## src/rtl/core/frm_ram.sv

```systemverilog
// Generic single-write, single-read synchronous RAM with registered read.
// No dependencies.
module frm_ram #(
   parameter int WIDTH = 8,
   parameter int DEPTH = 64
) (
   input  logic                     clock,
   input  logic                     wr_en,
   input  logic [$clog2(DEPTH)-1:0] wr_addr,
   input  logic [WIDTH-1:0]         wr_data,
   input  logic                     rd_en,
   input  logic [$clog2(DEPTH)-1:0] rd_addr,
   output logic [WIDTH-1:0]         rd_data
);

   logic [WIDTH-1:0] mem_ff [DEPTH];
   logic [WIDTH-1:0] rd_data_ff;

   // write port and registered read port
   always_ff @(posedge clock) begin
      if (wr_en) begin
         mem_ff[wr_addr] <= wr_data;
      end
      if (rd_en) begin
         rd_data_ff <= mem_ff[rd_addr];
      end
   end

   assign rd_data = rd_data_ff;

endmodule

```

## config.mk

```make
export PLATFORM = sky130hd
export DESIGN_NAME = frm_ram
export DESIGN_NICKNAME = d
export VERILOG_FILES = /design/src/rtl/core/frm_ram.sv
export SDC_FILE = /design/constraint.sdc
export NUM_CORES = 1
export LEC_CHECK = 0
export BUFFER_PORTS_ARGS = -buffer_cell sky130_fd_sc_hd__buf_2
export CAP_MARGIN = 20
export CORE_MARGIN = 2
export CORE_UTILIZATION = 30
export CTS_CLUSTER_SIZE = 16
export DETAILED_ROUTE_END_ITERATION = 6
export SYNTH_ARGS = -nofsm -noshare
export SYNTH_HDL_FRONTEND = slang
export SYNTH_SLANG_ARGS = --single-unit
```

## constraint.sdc

```tcl
create_clock -name clock -period 2.9 [get_ports clock]
set_input_delay 0.29 -clock clock [delete_from_list [all_inputs] [get_ports clock]]
set_output_delay 0.29 -clock clock [all_outputs]
set_load 0.02 [all_outputs]
```

==> results.cfg, run 1 <==
[outcome]
status = complete, no violations

[global_route]
grt_max_degree = 65
grt_overflow = 0
grt_pass1_vias = 9928
grtUsageTotal_pct = 13.2
grt_first_pass_wirelength_um = 68000
antenna_found_initial = 2

[floorplanning]
die_w_um = 264
core_mm2 = 0.0670
dieArea_mm2 = 0.0696
num_rows = 95
ioPinCount = 31
initial_core_util_pct = 30.2
die_h_um = 264

[synth]
synth_edf_count = 520
async_flop_share_pct = 0
yosys_warnings = 0
synth_flop_cell = edfxtp_1
syn_area_mm2 = 0.0202
synth_cells = 940
synth-seq-area-share_pct = 77.1
synth_cell_types = 39
syn-mean-instance-area_um2 = 21.5
syn_nets = 963
synth-seq-cells = 520

[placement]
place_ws_ns = 0.103
hpwl_um = 29600
placed_area_mm2 = 0.0221
io_buffers = 30
gp_congestion = 0.805

[timing]
min_period_ns = 2.14
finalSetupTns_ns = 0
tightestPinTransition_ns = 0.906
timing.fmax_mhz = 467
period_share_pct = 73.8
finalClockSkew_ns = 0.0235
hold_viol = 0
fin_ws_ns = 0.759
setup_violations = 0
max_slew_margin_pct = 39.6
rsz0062_at_grt = no
drv_slew = 0

[hold_path]
worstHoldStart = wr_data[4]
hold_end = mem_ff[62][4]$_DFFE_PP_
min_delay_path_depth = 1
hold_class = in -> reg

[cts]
worstSkewPairLatency_ns = 0.59
cts_tree = yes
cts_resized = 0
cts_root_buf = clkbuf_16
clk_pin_slew_ns = 0.06
cts_sinks = 520
cts_made_buffers = 52
cts.htree.levels = 2
cts.path.max_buffers = 3

[pwr]
power.total_mw = 16.2
p_seq_share_pct = 51.5
p_int_mw = 12.9
power.switching_mw = 3.27
combPwrFrac_pct = 5.0
p_leak_nw = 7.55
p_sw_share_pct = 20.2
power_density_mw_per_mm2 = 678
peakVddDrop_v = 0.000464
clockPowerShare_pct = 43.5

[drt]
firstDrtPassIters = 5
wirelength_um = 45900
ant_nets = 0
first_iter_violations = 936
wl_per_cell_um = 23.0
vias = 9790
remaining_drc_errors = 0
viasPerCell = 4.90

[final_layout]
area_growth_pct = 18.1
fin_area_mm2 = 0.0239
nets = 1104
drive_gt1_share_pct = 31.4

[setup_path]
worstPathMaxFanout = 1
endpoint_kind = flip-flop
worstPathCellList = mux4_2 -> mux2_2 -> o221a_2 -> nor3_1 -> o32ai_1
setup.worst_path.start_class = flip-flop
crit_arrival_ns = 2.47
rr_startpoint = mem_ff[21][4]$_DFFE_PP_
cp.required_ns = 3.23
path_delay_family = multiplexers
crit_type = reg -> reg
r2r_cells = 5
slowest_stage = mux4_2
r2r_end = rd_data[4]$_DFFE_PP_
critPathMaxStageDelay_ns = 0.47
critPathBufInv = 0
r2r_slack_ns = 0.76

[job]
cap_viol_max_count = 0
layout by cell type, fill, tap and decap left out, drive strengths merged, types with 2 or more instances in the layout:
cell type / instances
mux4: 126
nand4: 2
nand3: 13
o221ai: 8
nand2b: 7
o32ai: 2
clkinvlp: 3
buf: 135
o2111ai: 3
o21a: 2
nor4: 2
a21oi: 3
o41ai: 2
a22oi: 3
nand2: 19
edfxtp: 520
a221oi: 6
clkbuf: 66
o2bb2ai: 3
nor3: 7
a2111oi: 2
mux2: 13
o21ai: 4
clkinv: 17
o221a: 2
mux2i: 23
nor2: 83
dlygate4sd3: 2
nor2b: 14
a211oi: 4
nand3b: 3
bufinv: 10
o22ai: 8
routing by layer:
metal / routed length [um] / GRT usage (%) / vias to the layer above / share of wire [%]
met5: 13 / 0 / - / 0.028
met4: 1250 / 4.68 / 2 / 2.7
met3: 2770 / 2.61 / 70 / 6.0
met2: 21700 / 20.8 / 305 / 47
met1: 20200 / 18.2 / 5184 / 44
li1: - / - / 4229 / -
registers in the layout, summed over array words and instances (netlist names):
signal and flops:
mem_ff 512, rd_data 8
synth_stat cells, types with 4 or more instances:
master,n,area share (%)
edfxtp_1,520,77
mux4_2,126,14
nor2_1,83,1.5
mux2i_1,23,1.1
nand2_1,19,0.35
clkbuf_1,17,0.32
nor2b_1,14,0.43
buf_4,13,0.48
mux2_2,13,0.72
nand3_1,13,0.32
buf_2,11,0.27
o221ai_1,8,0.35
o22ai_1,8,0.25
nand2b_1,7,0.22
nor3_1,7,0.17
a221oi_1,6,0.26
a211oi_1,4,0.15
buf_1,4,0.074
buf_6,4,0.22
kinds of logic after synthesis:
group / Yosys count / synth area share (%)
buffers and inverters: 51 / 1.56
flip-flops: 520 / 77.1
AO/OA/AOI/OAI: 54 / 2.06
multiplexers: 162 / 15.9
AND/OR/NAND/NOR: 153 / 3.37
worst max-delay path by stage:
stage                                       start              endpoint  depth (start not counted)
after CTS                 mem_ff[17][4]$_DFFE_PP_  rd_data[4]$_DFFE_PP_                          5
final                     mem_ff[21][4]$_DFFE_PP_  rd_data[4]$_DFFE_PP_                          5
after floorplan                        rd_addr[1]  rd_data[3]$_DFFE_PP_                          7
after global routing                   rd_addr[0]  rd_data[4]$_DFFE_PP_                          7
after global placement                 rd_addr[0]  rd_data[4]$_DFFE_PP_                          7
after detailed placement               rd_addr[0]  rd_data[4]$_DFFE_PP_                          7
worst reg2reg max path: cells and delay by family, from the launching register on:
family | cells | cell delay (ns)
flops | 1 | 0.37
mux | 2 | 0.74
simple gates | 1 | 0.35
compound gates | 2 | 0.42
stage by stage:
stage | hold slack, ns | std cells | utilization [%]
after floorplan | 0.389 | 940 | -
after global placement | 0.511 | 1898 | 32.9
after detailed placement | 0.508 | 1898 | 32.9
after CTS | 0.0472 | 1996 | 35.6
after global routing | 0.0684 | 1996 | 35.6
final | 0.0574 | 1997 | 35.7
layout make-up:
class,instances,area [um^2]
multi-input combinational,369,4320
antenna,1,2.50
timing repair buffer,138,1070
clock buffer,65,1390
clock inverter,31,417
tap,873,1090
fill,6194,43100
sequential,520,15600
repair_timing:
action,CTS,global route
endpoints found under the hold margin,6,0
setup buffers,0,0
hold buffers,2,0
power by group through the flow:
stage	clock [mW]	sequential, mW	combinational (mW)
2_1_floorplan	0	8.52	0.444
3_3_place_gp	0	8.51	0.809
3_5_place_dp	0	8.52	0.822
4_1_cts	7.19	8.36	0.825
5_1_grt	7.47	8.36	0.871
6_report	7.05	8.36	0.811
(Power assumes the default switching activity.)
==> inputs of run 2 (changes only) <==
Clock period 2.9 ns to 2.2 ns, I/O delays scaled along.
==> results.cfg, run 2 (synthesized netlist as in run 1, its figures left out) <==
[placement]
gp_congestion = 0.776
dp_cells = 1958
io_buffers = 30
hpwl_um = 30900

[setup_path]
worstPathCellList = mux4_2 -> mux2_2 -> o221a_2 -> nor3_1 -> o32ai_1
crit_type = reg -> reg
setup.worst_path.start_class = flip-flop
cp.required_ns = 2.52
r2r_slack_ns = 0.1
crit_cells = 5
path_delay_family = multiplexers
endpoint_kind = flip-flop
slowest_stage = mux4_2
crit_arrival_ns = 2.43
critPathMaxStageDelay_ns = 0.48
worstPathMaxFanout = 1
critPathBufInv = 0
r2r_cells = 5

[cts]
cts.htree.levels = 2
cts_sinks = 520
clk_pin_slew_ns = 0.06
worstSkewPairLatency_ns = 0.61
cts_root_buf = clkbuf_16
cts_tree = yes
cts_made_buffers = 50
cts.path.max_buffers = 3
cts_resized = 0

[drt]
wl_per_cell_um = 22.8
ant_nets = 0
vias = 10050
remaining_drc_errors = 0
wirelength_um = 46700
first_iter_violations = 1017
firstDrtPassIters = 5
viasPerCell = 4.90

[hold_path]
hold_class = in -> reg
min_delay_path_depth = 1

[final_layout]
top_register = mem_ff
nFillCells = 6183
final_core_util_pct = 35.9
nets = 1162
largest_register_ffs = 512
layout.cells.non_filler = 2049
area_growth_pct = 19.0
mostFrequentLayoutCell = edfxtp_1
drive_gt1_share_pct = 34.4
layout_common_cells = edfxtp_1, buf_4, mux4_2
num_antenna_cells = 0

[pwr]
p_seq_share_pct = 54.7
combPwrFrac_pct = 5.7
p_int_mw = 15.9
power_density_mw_per_mm2 = 835
clockPowerShare_pct = 39.6
p_leak_nw = 7.72
peakVddDrop_v = 0.000602
p_sw_share_pct = 21.1
power.switching_mw = 4.24

[floorplanning]
die_w_um = 264
ioPinCount = 31
die_h_um = 264
dieArea_mm2 = 0.0696
initial_core_util_pct = 30.2
core_mm2 = 0.0670
num_rows = 95

[timing]
timing.fmax_mhz = 475
max_slew_margin_pct = 48.7
drv_slew = 0
min_period_ns = 2.10
setup_violations = 0
period_share_pct = 95.7
tightestPinTransition_ns = 0.769
rsz0062_at_grt = no
hold_viol = 0
finalClockSkew_ns = 0.0263

[job]
cap_viol_max_count = 0

[global_route]
grtUsageTotal_pct = 13.5
grt_max_degree = 65
grt_pass1_vias = 10435
antenna_found_initial = 4
grt_first_pass_wirelength_um = 69600
grt_overflow = 0

[outcome]
status = complete, no violations
run 2: cell types whose count changed in the layout (fill, tap and decap cells not counted), sizes merged, moves of 2 or more:
cell,previous run,this run
buf,135,195
clkbuf,66,62
inv,1,3
clkinv,17,21
bufinv,10,2
run 2: cell type report:
cell class | count | area, um^2 | share of cell area [%]
Sequential cell | 520 | 15600 | 64.8
Multi-Input combinational cell | 369 | 4320 | 17.9
Timing Repair Buffer | 198 | 1570 | 6.51
Clock buffer | 61 | 1290 | 5.37
Tap cell | 873 | 1090 | 4.53
Clock inverter | 28 | 205 | 0.852
run 2: repair_timing:
action | 4_1_cts | 5_1_grt
hold endpoints to repair | 18 | 0
setup endpoints to repair | 0 | 0
setup buffers | 0 | 0
hold buffers | 2 | 0
run 2: power groups by stage:
| stage | registers [mW] | logic, mW | clock network (mW) |
|---|---|---|---|
| floorplan | 11.2 | 0.585 | 0 |
| global placement | 11.2 | 1.14 | 0 |
| detailed placement | 11.2 | 1.16 | 0 |
| CTS | 11.0 | 1.16 | 8.16 |
| global route | 11.0 | 1.23 | 8.52 |
| finish | 11.0 | 1.15 | 7.96 |
run 2: worst paths after layout:
kind	from	to
hold reg to reg	mem_ff[7][7]$_DFFE_PP_	rd_data[7]$_DFFE_PP_
setup / recovery	mem_ff[28][6]$_DFFE_PP_	rd_data[6]$_DFFE_PP_
hold / removal	wr_data[6]	mem_ff[56][6]$_DFFE_PP_
setup reg to reg	mem_ff[28][6]$_DFFE_PP_	rd_data[6]$_DFFE_PP_
run 2: stage by stage:
stage                     hold slack, ns  power, mW  worst slack [ns]  instance area [um^2]  TNS, ns
after detailed placement           0.586       12.4            -0.365                 22600    -1.78
after floorplan                    0.319       11.8             0.174                 20200        0
final                              0.142       20.1            0.0954                 24100        0
after global placement             0.585       12.4            -0.341                 22600    -1.67
after global routing               0.164       20.8            0.0370                 24100        0
after CTS                          0.126       20.3            0.0576                 24100        0
run 2: per-layer routing:
metal	vias up	share of wire [%]	track usage (%)
li1	4328	-	-
met1	5291	42	18.4
met2	343	48	21.7
met3	80	6.5	2.54
met4	8	2.9	4.99
met5	-	0.11	0
