==> config.mk <==
export PLATFORM = sky130hd
export DESIGN_NAME = frm_seq
export DESIGN_NICKNAME = d
export VERILOG_FILES = /design/src/rtl/core/frm_pkg.sv /design/src/rtl/core/frm_seq.sv
export SDC_FILE = /design/constraint.sdc
export NUM_CORES = 1
export LEC_CHECK = 0
export BUFFER_PORTS_ARGS = -buffer_cell sky130_fd_sc_hd__clkbuf_2
export CORE_MARGIN = 2
export CORE_UTILIZATION = 45
export CTS_CLUSTER_SIZE = 40
export DETAILED_ROUTE_END_ITERATION = 10
export PLACE_DENSITY = 0.7
export SLEW_MARGIN = 5
export SYNTH_ARGS = -nofsm -noshare
export SYNTH_HDL_FRONTEND = slang
export SYNTH_SLANG_ARGS = --single-unit
==> constraint.sdc <==
create_clock -name clock -period 7.2 [get_ports clock]
set_input_delay 1.08 -clock clock [delete_from_list [all_inputs] [get_ports clock]]
set_output_delay 1.08 -clock clock [all_outputs]
set_load 0.02 [all_outputs]
==> src/rtl/core/frm_pkg.sv <==
// Shared types and constants of the fragmenting message ring.
// Used by frm_seq and fragmenting_message_ring; depends on nothing.
package frm_pkg;

   // default geometry
   localparam int SLOT_COUNT_DEF = 64;
   localparam int SLOT_BYTES_DEF = 60;

   // reciprocal shift used to split a byte count into slots
   localparam int RECIP_SHIFT = 24;
   localparam int LEN_W       = 16;

   // request modes
   localparam logic [2:0] MODE_BEGIN  = 3'd0;
   localparam logic [2:0] MODE_WRITE  = 3'd1;
   localparam logic [2:0] MODE_READ   = 3'd2;
   localparam logic [2:0] MODE_POLL_W = 3'd3;
   localparam logic [2:0] MODE_POLL_R = 3'd4;

   // response status codes
   localparam logic [2:0] STAT_OK       = 3'd0;
   localparam logic [2:0] STAT_NO_SPACE = 3'd1;
   localparam logic [2:0] STAT_EMPTY    = 3'd2;
   localparam logic [2:0] STAT_NO_OPEN  = 3'd3;
   localparam logic [2:0] STAT_ZERO_LEN = 3'd4;

   // configuration register indexes
   localparam logic CSR_UPDATE_THRESHOLD = 1'b0;

   typedef enum logic [1:0] {
      ELEM_EMPTY,
      ELEM_DATA,
      ELEM_EOF
   } frm_elem_type;

   typedef enum logic [3:0] {
      S_CLEAR,
      S_IDLE,
      S_EXEC,
      S_BEGIN,
      S_RD_INFO,
      S_RD_BYTE,
      S_SCAN_RQ,
      S_SCAN_CK
   } frm_state_type;

   typedef struct packed {
      logic [2:0] status;
      logic [7:0] data_out;
      logic       end_of_message;
      logic       event_fired;
      logic [5:0] free_slots;
   } frm_result_type;

endpackage

==> src/rtl/core/frm_seq.sv <==
// Item sequencer of the message ring: ring pointers, slot state updates
// through the slot info RAM, byte RAM access and the result register.
// Depends on frm_pkg.
module frm_seq #(
   parameter int SLOT_COUNT = frm_pkg::SLOT_COUNT_DEF,
   parameter int SLOT_BYTES = frm_pkg::SLOT_BYTES_DEF,
   localparam int SI = $clog2(SLOT_COUNT),
   localparam int LW = $clog2(SLOT_BYTES + 1),
   localparam int IW = 2 + 2 * LW,
   localparam int BA = $clog2(SLOT_COUNT * SLOT_BYTES)
) (
   input  logic                  clock,
   input  logic                  reset,
   input  logic [6:0]            update_threshold,
   // request word
   input  logic                  req_valid,
   output logic                  req_ready,
   input  logic [2:0]            req_mode,
   input  logic [7:0]            req_data,
   input  logic [15:0]           req_length,
   input  logic                  req_edge,
   // response word
   output logic                  rsp_valid,
   input  logic                  rsp_ready,
   output frm_pkg::frm_result_type rsp_result,
   // slot info RAM
   output logic                  info_wr_en,
   output logic [SI-1:0]         info_wr_addr,
   output logic [IW-1:0]         info_wr_data,
   output logic                  info_rd_en,
   output logic [SI-1:0]         info_rd_addr,
   input  logic [IW-1:0]         info_rd_data,
   // byte RAM
   output logic                  byte_wr_en,
   output logic [BA-1:0]         byte_wr_addr,
   output logic [7:0]            byte_wr_data,
   output logic                  byte_rd_en,
   output logic [BA-1:0]         byte_rd_addr,
   input  logic [7:0]            byte_rd_data
);

   localparam int NW     = frm_pkg::LEN_W + 1;
   localparam int RECIP  = (2 ** frm_pkg::RECIP_SHIFT + SLOT_BYTES - 1) / SLOT_BYTES;
   localparam int RW     = frm_pkg::RECIP_SHIFT + 1;
   localparam int PW     = NW + RW;
   localparam logic [SI-1:0] LAST_SLOT = SI'(SLOT_COUNT - 1);
   localparam logic [LW-1:0] SB_L      = LW'(SLOT_BYTES);

   // add modulo the slot count; both operands stay below it
   function automatic logic [SI-1:0] wrap_add(input logic [SI-1:0] a,
                                              input logic [SI-1:0] b);
      logic [SI:0] s;
      s = {1'b0, a} + {1'b0, b};
      if (s >= (SI+1)'(SLOT_COUNT)) begin
         s = s - (SI+1)'(SLOT_COUNT);
      end
      return s[SI-1:0];
   endfunction

   // free slots between producer head and consumer tail, one kept unused
   function automatic logic [SI-1:0] free_between(input logic [SI-1:0] head,
                                                  input logic [SI-1:0] tail);
      logic [SI:0] d;
      d = {1'b0, tail} + (SI+1)'(SLOT_COUNT) - {1'b0, head} - (SI+1)'(1);
      if (d >= (SI+1)'(SLOT_COUNT)) begin
         d = d - (SI+1)'(SLOT_COUNT);
      end
      return d[SI-1:0];
   endfunction

   frm_pkg::frm_state_type state_ff, state_in;
   logic [2:0]   mode_ff, mode_in;
   logic [7:0]   din_ff, din_in;
   logic [15:0]  mlen_ff, mlen_in;
   logic         edge_ff, edge_in;
   logic [SI-1:0] reserve_ff, reserve_in;
   logic [SI-1:0] commit_ff, commit_in;
   logic [SI-1:0] wslot_ff, wslot_in;
   logic [LW-1:0] fill_ff, fill_in;
   logic [15:0]  left_ff, left_in;
   logic [SI-1:0] consume_ff, consume_in;
   logic [6:0]   freed_ff, freed_in;
   logic [SI-1:0] ptail_ff, ptail_in;
   logic [SI-1:0] lastfree_ff, lastfree_in;
   logic [SI-1:0] revpos_ff, revpos_in;
   logic [SI-1:0] pos_ff, pos_in;
   logic [SI-1:0] cnt_ff, cnt_in;
   logic [PW-1:0] prod_ff, prod_in;
   frm_pkg::frm_elem_type st_ff, st_in;
   logic [LW-1:0] len_ff, len_in;
   logic [LW-1:0] off_ff, off_in;
   logic         rdflag_ff, rdflag_in;
   logic         rsp_valid_ff, rsp_valid_in;
   frm_pkg::frm_result_type rsp_ff, rsp_in;

   logic         out_free;
   logic         respond;
   frm_pkg::frm_result_type res;
   logic [NW-1:0] len_round;
   logic [NW-1:0] need;
   logic [SI-1:0] free_res;
   logic [SI-1:0] free_cmt;
   logic [SI-1:0] fs_after;
   frm_pkg::frm_elem_type rd_st;
   logic [LW-1:0] rd_len;
   logic [LW-1:0] rd_off;
   logic [LW-1:0] fill_next;
   logic [15:0]  left_next;
   logic [LW-1:0] off_next;
   logic [6:0]   freed_next;
   logic [SI-1:0] consume_next;

   assign out_free  = !rsp_valid_ff || rsp_ready;
   assign len_round = {1'b0, mlen_ff} + NW'(SLOT_BYTES - 1);
   assign need      = prod_ff[frm_pkg::RECIP_SHIFT +: NW];
   assign free_res  = free_between(reserve_ff, ptail_ff);
   assign free_cmt  = free_between(commit_ff, ptail_ff);
   assign rd_st     = frm_pkg::frm_elem_type'(info_rd_data[IW-1 -: 2]);
   assign rd_len    = info_rd_data[2*LW-1 -: LW];
   assign rd_off    = info_rd_data[LW-1:0];
   assign fill_next = fill_ff + LW'(1);
   assign left_next = left_ff - 16'd1;
   assign off_next  = rdflag_ff ? off_ff + LW'(1) : off_ff;
   assign freed_next   = freed_ff + 7'd1;
   assign consume_next = wrap_add(consume_ff, SI'(1));
   assign fs_after  = free_between(reserve_in, ptail_in);

   // next state, RAM control and result
   always_comb begin
      state_in    = state_ff;
      mode_in     = mode_ff;
      din_in      = din_ff;
      mlen_in     = mlen_ff;
      edge_in     = edge_ff;
      reserve_in  = reserve_ff;
      commit_in   = commit_ff;
      wslot_in    = wslot_ff;
      fill_in     = fill_ff;
      left_in     = left_ff;
      consume_in  = consume_ff;
      freed_in    = freed_ff;
      ptail_in    = ptail_ff;
      lastfree_in = lastfree_ff;
      revpos_in   = revpos_ff;
      pos_in      = pos_ff;
      cnt_in      = cnt_ff;
      prod_in     = prod_ff;
      st_in       = st_ff;
      len_in      = len_ff;
      off_in      = off_ff;
      rdflag_in   = rdflag_ff;
      respond     = 1'b0;
      res         = '0;
      req_ready   = 1'b0;
      info_wr_en   = 1'b0;
      info_wr_addr = consume_ff;
      info_wr_data = '0;
      info_rd_en   = 1'b0;
      info_rd_addr = consume_ff;
      byte_wr_en   = 1'b0;
      byte_wr_addr = BA'(wslot_ff * SLOT_BYTES) + BA'(fill_ff);
      byte_wr_data = din_ff;
      byte_rd_en   = 1'b0;
      byte_rd_addr = BA'(consume_ff * SLOT_BYTES) + BA'(rd_off);

      case (state_ff)
         frm_pkg::S_CLEAR: begin
            // sweep the slot info RAM to empty
            info_wr_en   = 1'b1;
            info_wr_addr = pos_ff;
            info_wr_data = '0;
            pos_in       = pos_ff + SI'(1);
            if (pos_ff == LAST_SLOT) begin
               pos_in   = '0;
               state_in = frm_pkg::S_IDLE;
            end
         end
         frm_pkg::S_IDLE: begin
            req_ready = 1'b1;
            if (req_valid) begin
               mode_in  = req_mode;
               din_in   = req_data;
               mlen_in  = req_length;
               edge_in  = req_edge;
               state_in = frm_pkg::S_EXEC;
            end
         end
         frm_pkg::S_EXEC: begin
            case (mode_ff)
               frm_pkg::MODE_BEGIN: begin
                  if (mlen_ff == 16'd0) begin
                     res.status = frm_pkg::STAT_ZERO_LEN;
                     respond    = out_free;
                  end else begin
                     prod_in  = PW'(len_round) * PW'(RECIP);
                     state_in = frm_pkg::S_BEGIN;
                  end
               end
               frm_pkg::MODE_WRITE: begin
                  if (left_ff == 16'd0) begin
                     res.status = frm_pkg::STAT_NO_OPEN;
                     respond    = out_free;
                  end else if (out_free) begin
                     // append byte, close the slot when full or last
                     respond    = 1'b1;
                     byte_wr_en = 1'b1;
                     fill_in    = fill_next;
                     left_in    = left_next;
                     if (fill_next >= SB_L || left_next == 16'd0) begin
                        info_wr_en   = 1'b1;
                        info_wr_addr = wslot_ff;
                        info_wr_data = {(left_next == 16'd0) ? frm_pkg::ELEM_EOF
                                                             : frm_pkg::ELEM_DATA,
                                        fill_next, LW'(0)};
                        wslot_in = wrap_add(wslot_ff, SI'(1));
                        fill_in  = '0;
                        if (left_next == 16'd0) begin
                           commit_in = reserve_ff;
                        end
                     end
                  end
               end
               frm_pkg::MODE_READ: begin
                  info_rd_en   = 1'b1;
                  info_rd_addr = consume_ff;
                  state_in     = frm_pkg::S_RD_INFO;
               end
               frm_pkg::MODE_POLL_W: begin
                  res.event_fired = edge_ff ? (free_cmt > lastfree_ff)
                                            : (free_cmt != '0);
                  if (out_free) begin
                     respond     = 1'b1;
                     lastfree_in = free_cmt;
                  end
               end
               frm_pkg::MODE_POLL_R: begin
                  pos_in   = edge_ff ? revpos_ff : consume_ff;
                  cnt_in   = '0;
                  state_in = frm_pkg::S_SCAN_RQ;
               end
               default: begin
                  respond = out_free;
               end
            endcase
         end
         frm_pkg::S_BEGIN: begin
            // reserve the slots if no message is open and the producer sees room
            if (left_ff != 16'd0 || need > NW'(free_res)) begin
               res.status = frm_pkg::STAT_NO_SPACE;
               respond    = out_free;
            end else if (out_free) begin
               respond    = 1'b1;
               wslot_in   = reserve_ff;
               reserve_in = wrap_add(reserve_ff, need[SI-1:0]);
               fill_in    = '0;
               left_in    = mlen_ff;
            end
         end
         frm_pkg::S_RD_INFO: begin
            st_in  = rd_st;
            len_in = rd_len;
            off_in = rd_off;
            if (rd_st == frm_pkg::ELEM_EMPTY) begin
               res.status = frm_pkg::STAT_EMPTY;
               respond    = out_free;
            end else begin
               rdflag_in  = (rd_off < rd_len) && (rd_off < SB_L);
               byte_rd_en = (rd_off < rd_len) && (rd_off < SB_L);
               state_in   = frm_pkg::S_RD_BYTE;
            end
         end
         frm_pkg::S_RD_BYTE: begin
            res.data_out = rdflag_ff ? byte_rd_data : 8'd0;
            if (out_free) begin
               respond      = 1'b1;
               info_wr_en   = 1'b1;
               info_wr_addr = consume_ff;
               if (off_next >= len_ff) begin
                  // slot drained: free it and maybe publish the tail
                  res.end_of_message = (st_ff == frm_pkg::ELEM_EOF);
                  info_wr_data = {frm_pkg::ELEM_EMPTY, len_ff, LW'(0)};
                  consume_in   = consume_next;
                  if (freed_next >= update_threshold) begin
                     ptail_in = consume_next;
                     freed_in = '0;
                  end else begin
                     freed_in = freed_next;
                  end
               end else begin
                  info_wr_data = {st_ff, len_ff, off_next};
               end
            end
         end
         frm_pkg::S_SCAN_RQ: begin
            info_rd_en   = 1'b1;
            info_rd_addr = pos_ff;
            state_in     = frm_pkg::S_SCAN_CK;
         end
         frm_pkg::S_SCAN_CK: begin
            if (rd_st == frm_pkg::ELEM_EMPTY) begin
               respond = out_free;
            end else if (rd_st == frm_pkg::ELEM_EOF) begin
               res.event_fired = 1'b1;
               if (out_free) begin
                  respond = 1'b1;
                  if (edge_ff) begin
                     revpos_in = wrap_add(pos_ff, SI'(1));
                  end
               end
            end else if (cnt_ff == LAST_SLOT) begin
               respond = out_free;
            end else begin
               cnt_in   = cnt_ff + SI'(1);
               pos_in   = wrap_add(pos_ff, SI'(1));
               state_in = frm_pkg::S_SCAN_RQ;
            end
         end
         default: begin
            state_in = frm_pkg::S_IDLE;
         end
      endcase

      res.free_slots = (32'(fs_after) > 32'd63) ? 6'd63 : 6'(fs_after);

      // hold the result until taken
      rsp_valid_in = rsp_valid_ff && !rsp_ready;
      rsp_in       = rsp_ff;
      if (respond) begin
         rsp_valid_in = 1'b1;
         rsp_in       = res;
         state_in     = frm_pkg::S_IDLE;
      end
   end

   // control registers
   always_ff @(posedge clock) begin
      if (reset) begin
         state_ff     <= frm_pkg::S_CLEAR;
         reserve_ff   <= '0;
         commit_ff    <= '0;
         wslot_ff     <= '0;
         fill_ff      <= '0;
         left_ff      <= '0;
         consume_ff   <= '0;
         freed_ff     <= '0;
         ptail_ff     <= '0;
         lastfree_ff  <= '0;
         revpos_ff    <= '0;
         pos_ff       <= '0;
         cnt_ff       <= '0;
         rsp_valid_ff <= 1'b0;
      end else begin
         state_ff     <= state_in;
         reserve_ff   <= reserve_in;
         commit_ff    <= commit_in;
         wslot_ff     <= wslot_in;
         fill_ff      <= fill_in;
         left_ff      <= left_in;
         consume_ff   <= consume_in;
         freed_ff     <= freed_in;
         ptail_ff     <= ptail_in;
         lastfree_ff  <= lastfree_in;
         revpos_ff    <= revpos_in;
         pos_ff       <= pos_in;
         cnt_ff       <= cnt_in;
         rsp_valid_ff <= rsp_valid_in;
      end
   end

   // payload registers
   always_ff @(posedge clock) begin
      mode_ff   <= mode_in;
      din_ff    <= din_in;
      mlen_ff   <= mlen_in;
      edge_ff   <= edge_in;
      prod_ff   <= prod_in;
      st_ff     <= st_in;
      len_ff    <= len_in;
      off_ff    <= off_in;
      rdflag_ff <= rdflag_in;
      rsp_ff    <= rsp_in;
   end

   assign rsp_valid  = rsp_valid_ff;
   assign rsp_result = rsp_ff;

endmodule

==> impl_metrics.xml <==
<?xml version="1.0" encoding="UTF-8"?>
<metrics>
  <group name="critical_path">
    <metric name="cpMaxStageDelayCell" unit="">sky130_fd_sc_hd__fa_1</metric>
    <metric name="crit_path_cell_trace" unit="">inv_1, ha_1, o21ai_0, nand3_1, nor2_1, xor2_1, or2_2, fa_1, inv_1, fa_1, inv_1, fa_1, inv_1, fa_1, inv_1, ha_1, nand2_1, nor3_1, and4_1, o21ai_0, a31oi_1, a41oi_1, o21bai_1, xnor2_1</metric>
    <metric name="crit_top_cell" unit="">sky130_fd_sc_hd__inv_1</metric>
    <metric name="wp_data_arrival" unit="ns">6.70</metric>
    <metric name="worst_path_maximum_fanout" unit="">4</metric>
    <metric name="cp.buffers_inverters" unit="">5</metric>
    <metric name="cp_top_family" unit="">adder cells</metric>
    <metric name="worst_setup_path_end_kind" unit="">flop</metric>
    <metric name="critPathKind" unit="">reg -&gt; reg</metric>
    <metric name="cpPeakStageDelay" unit="ns">0.52</metric>
    <metric name="worst_setup_path_start_kind" unit="">flop</metric>
    <metric name="required" unit="ns">7.38</metric>
  </group>
  <group name="status">
    <metric name="outcome" unit="">completed</metric>
  </group>
  <group name="sta">
    <metric name="final_worst_clock_skew" unit="ns">0.0160</metric>
    <metric name="finalMaxSlewViolations" unit="">0</metric>
    <metric name="post-route-period-util" unit="%">90.6</metric>
    <metric name="final_period_minus_worst_setup_slack" unit="ns">6.52</metric>
    <metric name="timing.slew.headroom" unit="%">21.7</metric>
    <metric name="finalWorstSetupSlack" unit="ns">0.680</metric>
    <metric name="finalSetupViolCount" unit="">0</metric>
    <metric name="max_freq" unit="MHz">153</metric>
    <metric name="whs" unit="ns">0.494</metric>
    <metric name="hold_violations" unit="">0</metric>
    <metric name="grt_setup_unrepaired" unit="">no</metric>
    <metric name="finalSetupTns" unit="ns">0</metric>
    <metric name="timing_worst_slew_pin_value" unit="ns">1.17</metric>
  </group>
  <group name="cts">
    <metric name="tritoncts.num_buffers" unit="">17</metric>
    <metric name="cts-root-buf" unit="">sky130_fd_sc_hd__clkbuf_16</metric>
    <metric name="ctsHoldBuffers" unit="">0</metric>
    <metric name="clock_sink_count" unit="">161</metric>
    <metric name="tritoncts" unit="">built</metric>
    <metric name="clk_transition_reported_paths" unit="ns">0.07</metric>
    <metric name="clk-insertion-delay-late" unit="ns">0.44</metric>
    <metric name="h_tree_lvl_count" unit="">4</metric>
    <metric name="post-cts-setup-buffer-count" unit="">0</metric>
    <metric name="bufs_on_longest_clock_path" unit="">2</metric>
    <metric name="cts.repair.resized" unit="">0</metric>
  </group>
  <group name="hold_path">
    <metric name="worst_hold_path_type" unit="">reg -&gt; reg</metric>
  </group>
  <group name="route">
    <metric name="drt_iter0_drc" unit="">744</metric>
    <metric name="drc" unit="">0</metric>
    <metric name="total_via_count_in_the_routed_design" unit="">11024</metric>
    <metric name="via_per_inst" unit="">5.44</metric>
    <metric name="totalWireLength" unit="mm">32.5</metric>
    <metric name="firstDrtPassIters" unit="">7</metric>
    <metric name="wire_per_inst" unit="µm">16.1</metric>
    <metric name="ant_nets" unit="">0</metric>
  </group>
  <group name="synthesis">
    <metric name="area_fraction_in_compound_gates_after_synthesis" unit="%">13.5</metric>
    <metric name="synth.net_count" unit="">1821</metric>
    <metric name="synth-seq-cells" unit="">161</metric>
    <metric name="synthMuxAreaShare" unit="%">2.40</metric>
    <metric name="synth_seq_area_share" unit="%">28.8</metric>
    <metric name="synth_fa_ha_area_share" unit="%">27.2</metric>
    <metric name="syn_std_cell_area" unit="µm²">13800</metric>
    <metric name="synth-edff-count" unit="">74</metric>
    <metric name="dominantRegCellSynth" unit="">sky130_fd_sc_hd__dfxtp_1</metric>
    <metric name="netlist_instances" unit="">1495</metric>
    <metric name="synth_simple_gate_area_share" unit="%">15.1</metric>
    <metric name="average_cell_area_after_synthesis" unit="µm²">9.22</metric>
    <metric name="postSynth.asyncResetShare" unit="%">0</metric>
    <metric name="netlist-cell-type-count" unit="">65</metric>
    <metric name="combinational_family_with_the_most_area_after_synthesis" unit="">adder cells</metric>
    <metric name="synthesis.yosys.warnings" unit="">0</metric>
    <metric name="synth-xor-area-share" unit="%">6.99</metric>
  </group>
  <group name="die">
    <metric name="io_pins" unit="">144</metric>
    <metric name="die-height" unit="µm">179</metric>
    <metric name="core_area" unit="µm²">30300</metric>
    <metric name="rows" unit="">64</metric>
    <metric name="dieWidth" unit="µm">179</metric>
    <metric name="start_util" unit="%">45.4</metric>
    <metric name="dieArea" unit="µm²">32000</metric>
  </group>
  <group name="cells_and_area">
    <metric name="layout.cells.most_common_list" unit="">sky130_fd_sc_hd__ha_1 (207), sky130_fd_sc_hd__inv_1 (169), sky130_fd_sc_hd__clkbuf_2 (143), sky130_fd_sc_hd__nor2_1 (122), sky130_fd_sc_hd__a21oi_1 (101)</metric>
    <metric name="layout.nets" unit="">1943</metric>
    <metric name="layout.cells.most_common" unit="">sky130_fd_sc_hd__ha_1</metric>
    <metric name="flow.area_growth_from_synthesis" unit="%">12.2</metric>
    <metric name="final_layout_size_suffix_gt1_share" unit="%">12.8</metric>
  </group>
  <group name="power_and_ir_drop">
    <metric name="cellLeakagePower" unit="µW">0.00746</metric>
    <metric name="total_power" unit="µW">2960</metric>
    <metric name="maximum_vdd_ir_drop" unit="V">0.000165</metric>
    <metric name="p_per_area" unit="nW/µm²">192</metric>
  </group>
  <group name="placed_design">
    <metric name="gp_congestion" unit="">0.855</metric>
    <metric name="post-dp-hpwl" unit="mm">25.9</metric>
    <metric name="place_ws" unit="ns">0.718</metric>
    <metric name="place.port_buffers" unit="">143</metric>
  </group>
  <group name="global_route">
    <metric name="groute.usage.overall" unit="%">20.5</metric>
    <metric name="grt_max_degree" unit="">78</metric>
    <metric name="grt_remaining_overflow" unit="">0</metric>
    <metric name="antenna_found_initial" unit="">0</metric>
    <metric name="first_pass_grt_wire_length" unit="mm">52.3</metric>
    <metric name="vias_in_the_first_global_route" unit="">10533</metric>
  </group>
  <group name="flow_run">
    <metric name="cap_viol_max_count" unit="">0</metric>
  </group>
</metrics>
[final timing paths]
check / start / end / slack [ns] / cells after the start
setup / recovery: mlen_ff[0]$_DFFE_PP_ / prod_ff[35]$_DFFE_PP_ / 0.68 / 24
hold / removal: lastfree_ff[1]$_SDFFE_PP0P_ / lastfree_ff[1]$_SDFFE_PP0P_ / 0.49 / 2
hold reg to reg: lastfree_ff[1]$_SDFFE_PP0P_ / lastfree_ff[1]$_SDFFE_PP0P_ / 0.49 / 2
setup reg to reg: mlen_ff[0]$_DFFE_PP_ / prod_ff[35]$_DFFE_PP_ / 0.68 / 24
[where the power goes]
group	internal [µW]	switching (µW)	total [µW]
clock	569	389	958
combinational	416	578	994
sequential	984	24.9	1010
total	1970	992	2960
[worst min-delay path, delay by kind of cell (launching register included)]
kind            cells  cell delay [ns]
compound gates      1             0.08
buf+inv             1             0.07
flops               1             0.30
[state kept, by name, summed over array words and instances (netlist names), 7 cells and up]
signal,count
byte_wr_data,8
freed_ff,7
left_ff,16
mlen_ff,16
prod_ff,12
rsp_result,19
[through the flow]
step	cells	instance area [µm²]	utilization, %
2_1_floorplan	1495	13800	-
3_5_place_dp	1994	14800	48.9
4_1_cts	2026	15500	50.9
5_1_grt	2026	15500	50.9
6_report	2027	15500	50.9
3_3_place_gp	1994	14800	48.9
[layer usage]
layer,vias up,global-route usage [%],part of all wire (%),wire [µm]
met5,-,0,0,0
met4,0,6.74,2.3,747
met3,51,3.56,6.1,1990
met2,330,33.4,46,15100
met1,5192,27.6,45,14700
li1,5451,-,-,-
[synthesized netlist by cell type (all sizes together), types with 12 or more instances]
cell type    n  area (µm²)
nand3       35         175
a21o        37         278
inv        169         634
nor2b       23         144
or2         14        87.6
clkbuf      36         135
nor3        35         198
xor2        37         324
xnor2       73         639
a21oi      101         505
edfxtp      74        2220
nor2       122         458
fa          58        1160
and3        23         144
nand2b      12        75.1
nand4       13        81.3
dfxtp       87        1740
nand2       84         315
ha         207        2590
mux2i       24         240
o21ai       67         339
[cell type report]
class                      instances  area (µm²)
clock inverter                    11         154
multi-input combinational       1119        8990
inverter                         169         634
clock buffer                      21         462
tap                              396         495
fill                            2783       14900
sequential                       161        3960
timing repair buffer             149         761
antenna                            1        2.50
[cell families after synthesis]
family,Yosys count
flops,161
mux,32
fa+ha+maj,265
simple gates,417
xor+xnor,110
buf+inv,215
compound gates,295
(Power assumes the default switching activity.)
